[src/rtl/core/c8eu_pkg.sv]
// ----------------------------------------------------------------------------
// c8eu_pkg
// types, constants and the hex font for the chip-8 execute unit
// ----------------------------------------------------------------------------
`default_nettype none
package c8eu_pkg;

	localparam int MEMORY_BYTES_DEF  = 4096;
	localparam int STACK_ENTRIES_DEF = 16;
	localparam int SCREEN_ROWS       = 32;
	localparam int GLYPH_HEIGHT      = 5;
	localparam int FONT_BYTES        = 80;

	localparam logic [1:0] KIND_EXEC  = 2'd0;
	localparam logic [1:0] KIND_LOAD  = 2'd1;
	localparam logic [1:0] KIND_TICK  = 2'd2;
	localparam logic [1:0] KIND_SPARE = 2'd3;

	localparam logic [1:0] ERR_OK    = 2'd0;
	localparam logic [1:0] ERR_OVER  = 2'd1;
	localparam logic [1:0] ERR_UNDER = 2'd2;
	localparam logic [1:0] ERR_UNK   = 2'd3;

	typedef struct packed {
		logic [1:0]  kind;
		logic [15:0] opcode;
		logic [11:0] load_address;
		logic [7:0]  load_byte;
		logic [15:0] keys_down;
		logic [7:0]  random_byte;
	} req_t;

	typedef struct packed {
		logic        has_row;
		logic [4:0]  row_index;
		logic [63:0] row_pixels;
		logic [11:0] program_counter;
		logic [11:0] index_value;
		logic        sound_on;
		logic        waiting_key;
		logic [1:0]  error_code;
		logic        last;
	} rsp_t;

	typedef enum logic [3:0] {
		ST_IDLE, ST_DEC, ST_CLR_RD, ST_CLR_CHK, ST_MEM_RD, ST_MEM_WR,
		ST_DRAW_RD, ST_DRAW_WR, ST_EMIT, ST_CLR_EMIT, ST_FIN, ST_FILL
	} state_t;

	function automatic logic [7:0] font_byte(input logic [6:0] a);
		logic [7:0] f [FONT_BYTES];
		f = '{8'hF0,8'h90,8'h90,8'h90,8'hF0,8'h20,8'h60,8'h20,8'h20,8'h70,
		      8'hF0,8'h10,8'hF0,8'h80,8'hF0,8'hF0,8'h10,8'hF0,8'h10,8'hF0,
		      8'h90,8'h90,8'hF0,8'h10,8'h10,8'hF0,8'h80,8'hF0,8'h10,8'hF0,
		      8'hF0,8'h80,8'hF0,8'h90,8'hF0,8'hF0,8'h10,8'h20,8'h40,8'h40,
		      8'hF0,8'h90,8'hF0,8'h90,8'hF0,8'hF0,8'h90,8'hF0,8'h10,8'hF0,
		      8'hF0,8'h90,8'hF0,8'h90,8'h90,8'hE0,8'h90,8'hE0,8'h90,8'hE0,
		      8'hF0,8'h80,8'h80,8'h80,8'hF0,8'hE0,8'h90,8'h90,8'h90,8'hE0,
		      8'hF0,8'h80,8'hF0,8'h80,8'hF0,8'hF0,8'h80,8'hF0,8'h80,8'h80};
		if (a < 7'(FONT_BYTES))
			return f[a];
		return 8'h00;
	endfunction

endpackage
`default_nettype wire

[src/rtl/core/c8eu_fb.sv]
// ----------------------------------------------------------------------------
// c8eu_fb
// framebuffer row memory, single port, registered read
// ----------------------------------------------------------------------------
`default_nettype none
module c8eu_fb (
	input  wire logic        clk,
	input  wire logic        we,
	input  wire logic [4:0]  addr,
	input  wire logic [63:0] wdata,
	output logic      [63:0] rdata
);
	logic [63:0] rows [c8eu_pkg::SCREEN_ROWS];

	always_ff @(posedge clk) begin
		if (we)
			rows[addr] <= wdata;
		rdata <= rows[addr];
	end
endmodule
`default_nettype wire

[config.mk]
export PLATFORM = sky130hd
export DESIGN_NAME = c8eu_fb
export DESIGN_NICKNAME = d
export VERILOG_FILES = /design/src/rtl/core/c8eu_pkg.sv /design/src/rtl/core/c8eu_fb.sv
export SDC_FILE = /design/constraint.sdc
export NUM_CORES = 1
export LEC_CHECK = 0
export ABC_AREA = 1
export BUFFER_PORTS_ARGS = -buffer_cell sky130_fd_sc_hd__clkbuf_2
export CAP_MARGIN = 40
export CORE_MARGIN = 2
export CORE_UTILIZATION = 30
export CTS_CLUSTER_DIAMETER = 200
export DETAILED_ROUTE_END_ITERATION = 8
export GPL_ROUTABILITY_DRIVEN = 0
export PLACE_DENSITY_LB_ADDON = 0.25
export SETUP_SLACK_MARGIN = 0.02
export SYNTH_ARGS = -nofsm -noshare
export SYNTH_HDL_FRONTEND = slang
export SYNTH_SLANG_ARGS = --single-unit
export TNS_END_PERCENT = 10
[constraint.sdc]
create_clock -name clk -period 4.3 [get_ports clk]
set_input_delay 0.43 -clock clk [delete_from_list [all_inputs] [get_ports clk]]
set_output_delay 0.43 -clock clk [all_outputs]
set_load 0.01 [all_outputs]
==> summary.txt, run 1 <==
Synthesis
  – Warnings from Yosys: 0
  – Library cells used by synthesis: 14
  – Cells after Synth: 8,133
  – Net count after synthesis: 8,204
  – Register area share after synthesis: 0.732
  – Seq cells post-synth: 2,112
  – Mapped Area: 0.0857 mm²
  – Syn avg cell area: 10.5 µm²

Layout
  – Layout cells sized above 1: 0.0769
  – Nets: 8,298
  – Final Non-Filler Cells: 12,200
  – Most frequent cells in the layout: nand2_1 (5,440), edfxtp_1 (2,048), clkbuf_16 (227)
  – Area Growth Syn to Fin: 15.2%
  – Final Cell Area: 0.0987 mm²
  – Commonest non-fill, non-tap cell in the layout: nand2_1

Floorplanning
  – Die footprint: 0.290 mm²
  – Row Count: 196
  – Core area: 0.285 mm²
  – Initial Util: 0.301
  – Ports: 135
  – Die H: 539 µm
  – Width of the die: 539 µm

Setup path
  – Critical path type: input pin to register
  – Max FO, Critical Path: 61
  – Reg-to-reg setup timing slack: 2.79 ns
  – Worst EP required: 4.81 ns
  – Arrival time worst endpoint: 2.96 ns
  – CP Launch Type: input pin
  – Setup crit end kind: register

Timing
  – Post-route minimum period: 2.45 ns
  – Clock skew: 0.0540 ns
  – Final Hold Vio Count: 0
  – Period utilization: 0.569
  – FMAX: 0.409 GHz
  – Final TNS setup: 0 ns
  – Slew Limit Fails: 0
  – Slew HR: 0.317
  – Slew @ Worst Pin: 1.02 ns
  – Smallest hold slack: 0.186 ns
  – # setup viols final: 0
  – RSZ-0062 raised after global routing: no

Clocking
  – CTS-repair resized insts: 0
  – Clock slew at reported path FFs: 0.06 ns
  – Clk Latency, worst-skew pair: 0.89 ns
  – Clk sinks: 2,112
  – Setup repair bufs after CTS: 0
  – Clock buffer depth: 3
  – Max H-tree Level: 4
  – Root Driver: clkbuf_16
  – Quantity of hold-fixing buffers added after cts: 0
  – CTS tree: done
  – TritonCTS Buffers: 227

Global route
  – Total gr overflow: 0
  – Largest net degree at the start of global routing: 179
  – Total track usage: 0.172
  – Vias in the first global route: 53,700
  – Antenna violations before repair: 24
  – First-pass GRT wire length: 371,000 µm

Place
  – Inst Count DP: 11,800
  – Input/output buffers: 134
  – DP Area: 0.0913 mm²
  – Hpwl dp: 124,000 µm

Min path
  – HP Class: input pin to register

Route
  – Routed WL per cell: 20.9 µm
  – DR pass1 iterations: 5
  – Post-DRT Antenna Nets: 0
  – Final WL: 255,000 µm
  – Iter 0 DRT Violations: 5,401
  – Drt drc: 0
  – Vias: 55,700
  – Via-to-Cell Ratio: 4.57

Outcome
  – Outcome: finished, final reports clean

Flow run
  – Number of max-cap violations: 0

Power and ir drop
  – Total Power: 45.0 mW
  – Seq pwr share: 0.511
  – Net Sw Frac: 0.231
  – Power density cells: 456 mW/mm²
  – Clk network pwr share: 0.434
  – Sw Pwr: 10.4 mW
  – Leakage power: 40.2 nW
  – Int Power: 34.6 mW
  – Comb power frac: 0.056
  – Worst vdd ir: 451 µV
-- power groups by stage --
stage / sequential, mW / clock, mW / combinational (mW)
floorplan: 23.4 / 0 / 1.34
global placement: 23.4 / 0 / 2.53
detailed placement: 23.4 / 0 / 2.54
CTS: 23.0 / 20.0 / 2.56
global route: 23.0 / 20.8 / 2.82
finish: 23.0 / 19.5 / 2.50
-- worst max-delay path: stages --
cell     delay (ns)
buf_8          0.19
inv_8          0.51
nand3_1        0.25
buf_4          0.28
nor2_4         0.65
buf_12         0.41
-- synth_stat cells --
library cell  instances  share of area
nand2_1            5440           0.24
edfxtp_1           2048           0.72
buf_2               190          0.011
nor2_1              160         0.0070
clkbuf_1            126         0.0055
dfxtp_1              64          0.015
buf_1                61         0.0027
buf_4                17         0.0015
inv_1                 9        0.00039
nor3_1                7        0.00041
inv_2                 4        0.00018
nand3_1               4        0.00023
buf_6                 2        0.00026
nor3_2                1        0.00012
-- worst paths after layout --
check             depth (start not counted)                      to                    from
setup / recovery                          6  rows[13][37]$_DFFE_PP_                 addr[1]
hold / removal                            1   rows[7][10]$_DFFE_PP_               wdata[10]
setup reg to reg                          8       rdata[51]$_DFF_P_  rows[27][51]$_DFFE_PP_
hold reg to reg                           8       rdata[20]$_DFF_P_   rows[8][20]$_DFFE_PP_
-- stage by stage --
step | utilization | worst slack (ns)
floorplan | - | -0.178
global placement | 0.320 | 1.09
detailed placement | 0.321 | 1.07
CTS | 0.347 | 1.99
global route | 0.347 | 1.87
finish | 0.347 | 1.85
-- state kept, by name, summed over array words and instances, names as in the netlist --
signal,cells
rows,2048
rdata,64
-- metal layers --
layer  GRT usage  up-vias  part of all wire
met3      0.0223      341             0.052
li1            -    26600                 -
met5           0        -          0.000059
met4      0.0434        2             0.023
met2       0.281     1471              0.46
met1       0.242    27300              0.46
-- cells by family after synthesis --
| group | count (synthesis) | synth area share |
|---|---|---|
| AND/OR/NAND/NOR | 5612 | 0.246 |
| flip-flops | 2112 | 0.732 |
| buffers and inverters | 409 | 0.0216 |
-- layout make-up --
cell class	instances	area, µm²
diodes	9	22.5
clock buffers	286	6040
clock inverters	139	1420
fillers	28100	186000
inverters	13	63.8
multi-input cells	5612	21400
flip-flops and latches	2112	62800
well taps	3762	4710
repair buffers	261	2340
No activity file was read; power rests on OpenSTA's default activity.
==> run 2: changes to the inputs <==
==> constraint.sdc (replaced) <==
create_clock -name clk -period 2.2 [get_ports clk]
set_input_delay 0.22 -clock clk [delete_from_list [all_inputs] [get_ports clk]]
set_output_delay 0.22 -clock clk [all_outputs]
set_load 0.01 [all_outputs]
==> run 2 against run 1 <==
Net effect:
- wire length rose by 2.1%
- via count increased by 2.0%
- non-clock buffer count up 234
- sequential share of layout area decreased by 1.7 points
- worst setup slack got worse by 1.6 ns
- register-to-register slack got worse by 1.9 ns
- flip-flop and latch count did not move
- critical endpoint is now rdata[50]
- combinational power is 120% higher
- critical path depth fell by 5
- power up 95%
==> summary.txt, run 2 (synthesized netlist as in run 1, its figures left out) <==
Setup path
  – Setup crit end kind: output pin
  – Critical path type: register to output pin
  – R2R Path Start: rows[22][6]$_DFFE_PP_
  – Crit path max-delay cell type: dfxtp_1
  – Max FO, Critical Path: 1
  – R2r worst-path depth: 8
  – Worst EP required: 1.98 ns
  – CP Cell Sequence: clkbuf_2
  – Arrival time worst endpoint: 1.71 ns
  – Max stage delay on crit path: 0.62 ns
  – Reg-to-reg setup timing slack: 0.86 ns
  – CP Launch Type: register
  – End of the worst register-to-register path: rdata[6]$_DFF_P_
  – Largest delay share family, worst path: flip-flops
  – Bufs and invs on worst path: 1

Timing
  – RSZ-0062 raised after global routing: no
  – Clock skew: 0.0609 ns
  – # setup viols final: 0
  – Slew HR: 0.442
  – Slew Limit Fails: 0
  – Post-route minimum period: 1.93 ns
  – Smallest hold slack: 0.0291 ns
  – Slew @ Worst Pin: 0.836 ns
  – Final Hold Vio Count: 0
  – FMAX: 0.518 GHz
  – Period utilization: 0.877

Place
  – Input/output buffers: 134
  – DP Area: 0.0939 mm²
  – Hpwl dp: 154,000 µm
  – Inst Count DP: 12,000

Global route
  – Vias in the first global route: 56,200
  – Antenna violations before repair: 12
  – Largest net degree at the start of global routing: 102
  – Total track usage: 0.175
  – First-pass GRT wire length: 382,000 µm
  – Total gr overflow: 0

Clocking
  – TritonCTS Buffers: 224
  – Clk Latency, worst-skew pair: 0.88 ns
  – CTS tree: done
  – Clock buffer depth: 4
  – Max H-tree Level: 4
  – Root Driver: clkbuf_16
  – Clock slew at reported path FFs: 0.06 ns
  – Clk sinks: 2,112
  – CTS-repair resized insts: 0

Route
  – Routed WL per cell: 21.0 µm
  – Iter 0 DRT Violations: 4,841
  – Post-DRT Antenna Nets: 0
  – Top layer in use: met5
  – Drt drc: 0
  – WL met1: 117,000 µm
  – Vias: 56,800
  – DR WL met2: 123,000 µm
  – Final WL: 260,000 µm
  – Via-to-Cell Ratio: 4.58
  – DR WL met3: 13,800 µm
  – DR pass1 iterations: 5

Min path
  – Hold EP: rows[26][0]$_DFFE_PP_
  – HP Class: input pin to register
  – Worst Hold Depth: 1
  – Beginning of the worst hold path: wdata[0]

Floorplanning
  – Core area: 0.285 mm²
  – Width of the die: 539 µm
  – Die H: 539 µm
  – Die footprint: 0.290 mm²
  – Initial Util: 0.301
  – Ports: 135
  – Row Count: 196

Layout
  – Max reg flops: 2,048
  – Final Cell Area: 0.101 mm²
  – Commonest non-fill, non-tap cell in the layout: nand2_1
  – Largest reg by FF count: rows
  – Area Growth Syn to Fin: 18.3%
  – Top Registers: rows (2048), rdata (64)
  – Nets: 8,529
  – Final Non-Filler Cells: 12,400
  – Most frequent cells in the layout: nand2_1 (5,440), edfxtp_1 (2,048), clkbuf_16 (225)
  – Layout cells sized above 1: 0.0951

Power and ir drop
  – Worst vdd ir: 607 µV
  – Power density cells: 864 mW/mm²
  – Leakage power: 41.5 nW

Outcome
  – Outcome: finished, final reports clean

Flow run
  – Number of max-cap violations: 0
-- run 2: changes by cell type in the layout (fill, tap and decap cells not counted), sizes merged --
cell         delta
diode           -4
bufinv          -4
buf           +192
clkbuf         +15
inv            -13
clkinv         -12
clkinvlp        -2
dlygate4sd3    +42
-- run 2: routing by layer --
layer / global-route usage / vias to the layer above
met5: 0 / -
met4: 0.0459 / 2
met3: 0.0242 / 370
met2: 0.292 / 1440
met1: 0.240 / 28000
li1: - / 27000
-- run 2: worst max path at each step --
stage	slack, ns	depth (start not counted)	to	startpoint
2_1_floorplan	-0.13	6	rows[16][0]$_DFFE_PP_	addr[4]
3_3_place_gp	-0.07	6	rows[1][34]$_DFFE_PP_	addr[4]
3_5_place_dp	-0.06	6	rows[1][41]$_DFFE_PP_	addr[4]
4_1_cts	0.20	1	rdata[50]	rdata[50]$_DFF_P_
5_1_grt	0.21	1	rdata[50]	rdata[50]$_DFF_P_
6_report	0.27	1	rdata[50]	rdata[50]$_DFF_P_
-- run 2: cell type report --
type	count	area [µm²]
sequential	2112	62800
multi-input combinational	5612	21500
tap	3762	4710
fill	28000	183000
timing repair buffer	495	5220
antenna	5	12.5
clock buffer	301	6150
inverter	13	113
clock inverter	108	991
-- run 2: timing repair --
item,4_1_cts,5_1_grt
hold endpoints to repair,1054,0
buffers inserted,0,0
hold buffers,42,0
setup endpoints to repair,0,0
-- run 2: power by group --
group / switching [mW] / internal [mW] / leakage [nW]
sequential: 0.318 / 44.7 / 19.0
clock: 15.8 / 21.3 / 3.51
combinational: 4.01 / 1.52 / 19.0
-- run 2: through the flow --
| stage | TNS (ns) | total power, mW | setup WS [ns] | util |
|---|---|---|---|---|
| floorplan | -238.03 | 48.5 | -0.128 | - |
| global placement | -4.85 | 51.5 | -0.0654 | 0.330 |
| detailed placement | -7.46 | 51.5 | -0.0627 | 0.330 |
| CTS | 0 | 88.5 | 0.203 | 0.356 |
| global route | 0 | 90.5 | 0.208 | 0.356 |
| finish | 0 | 87.6 | 0.270 | 0.356 |
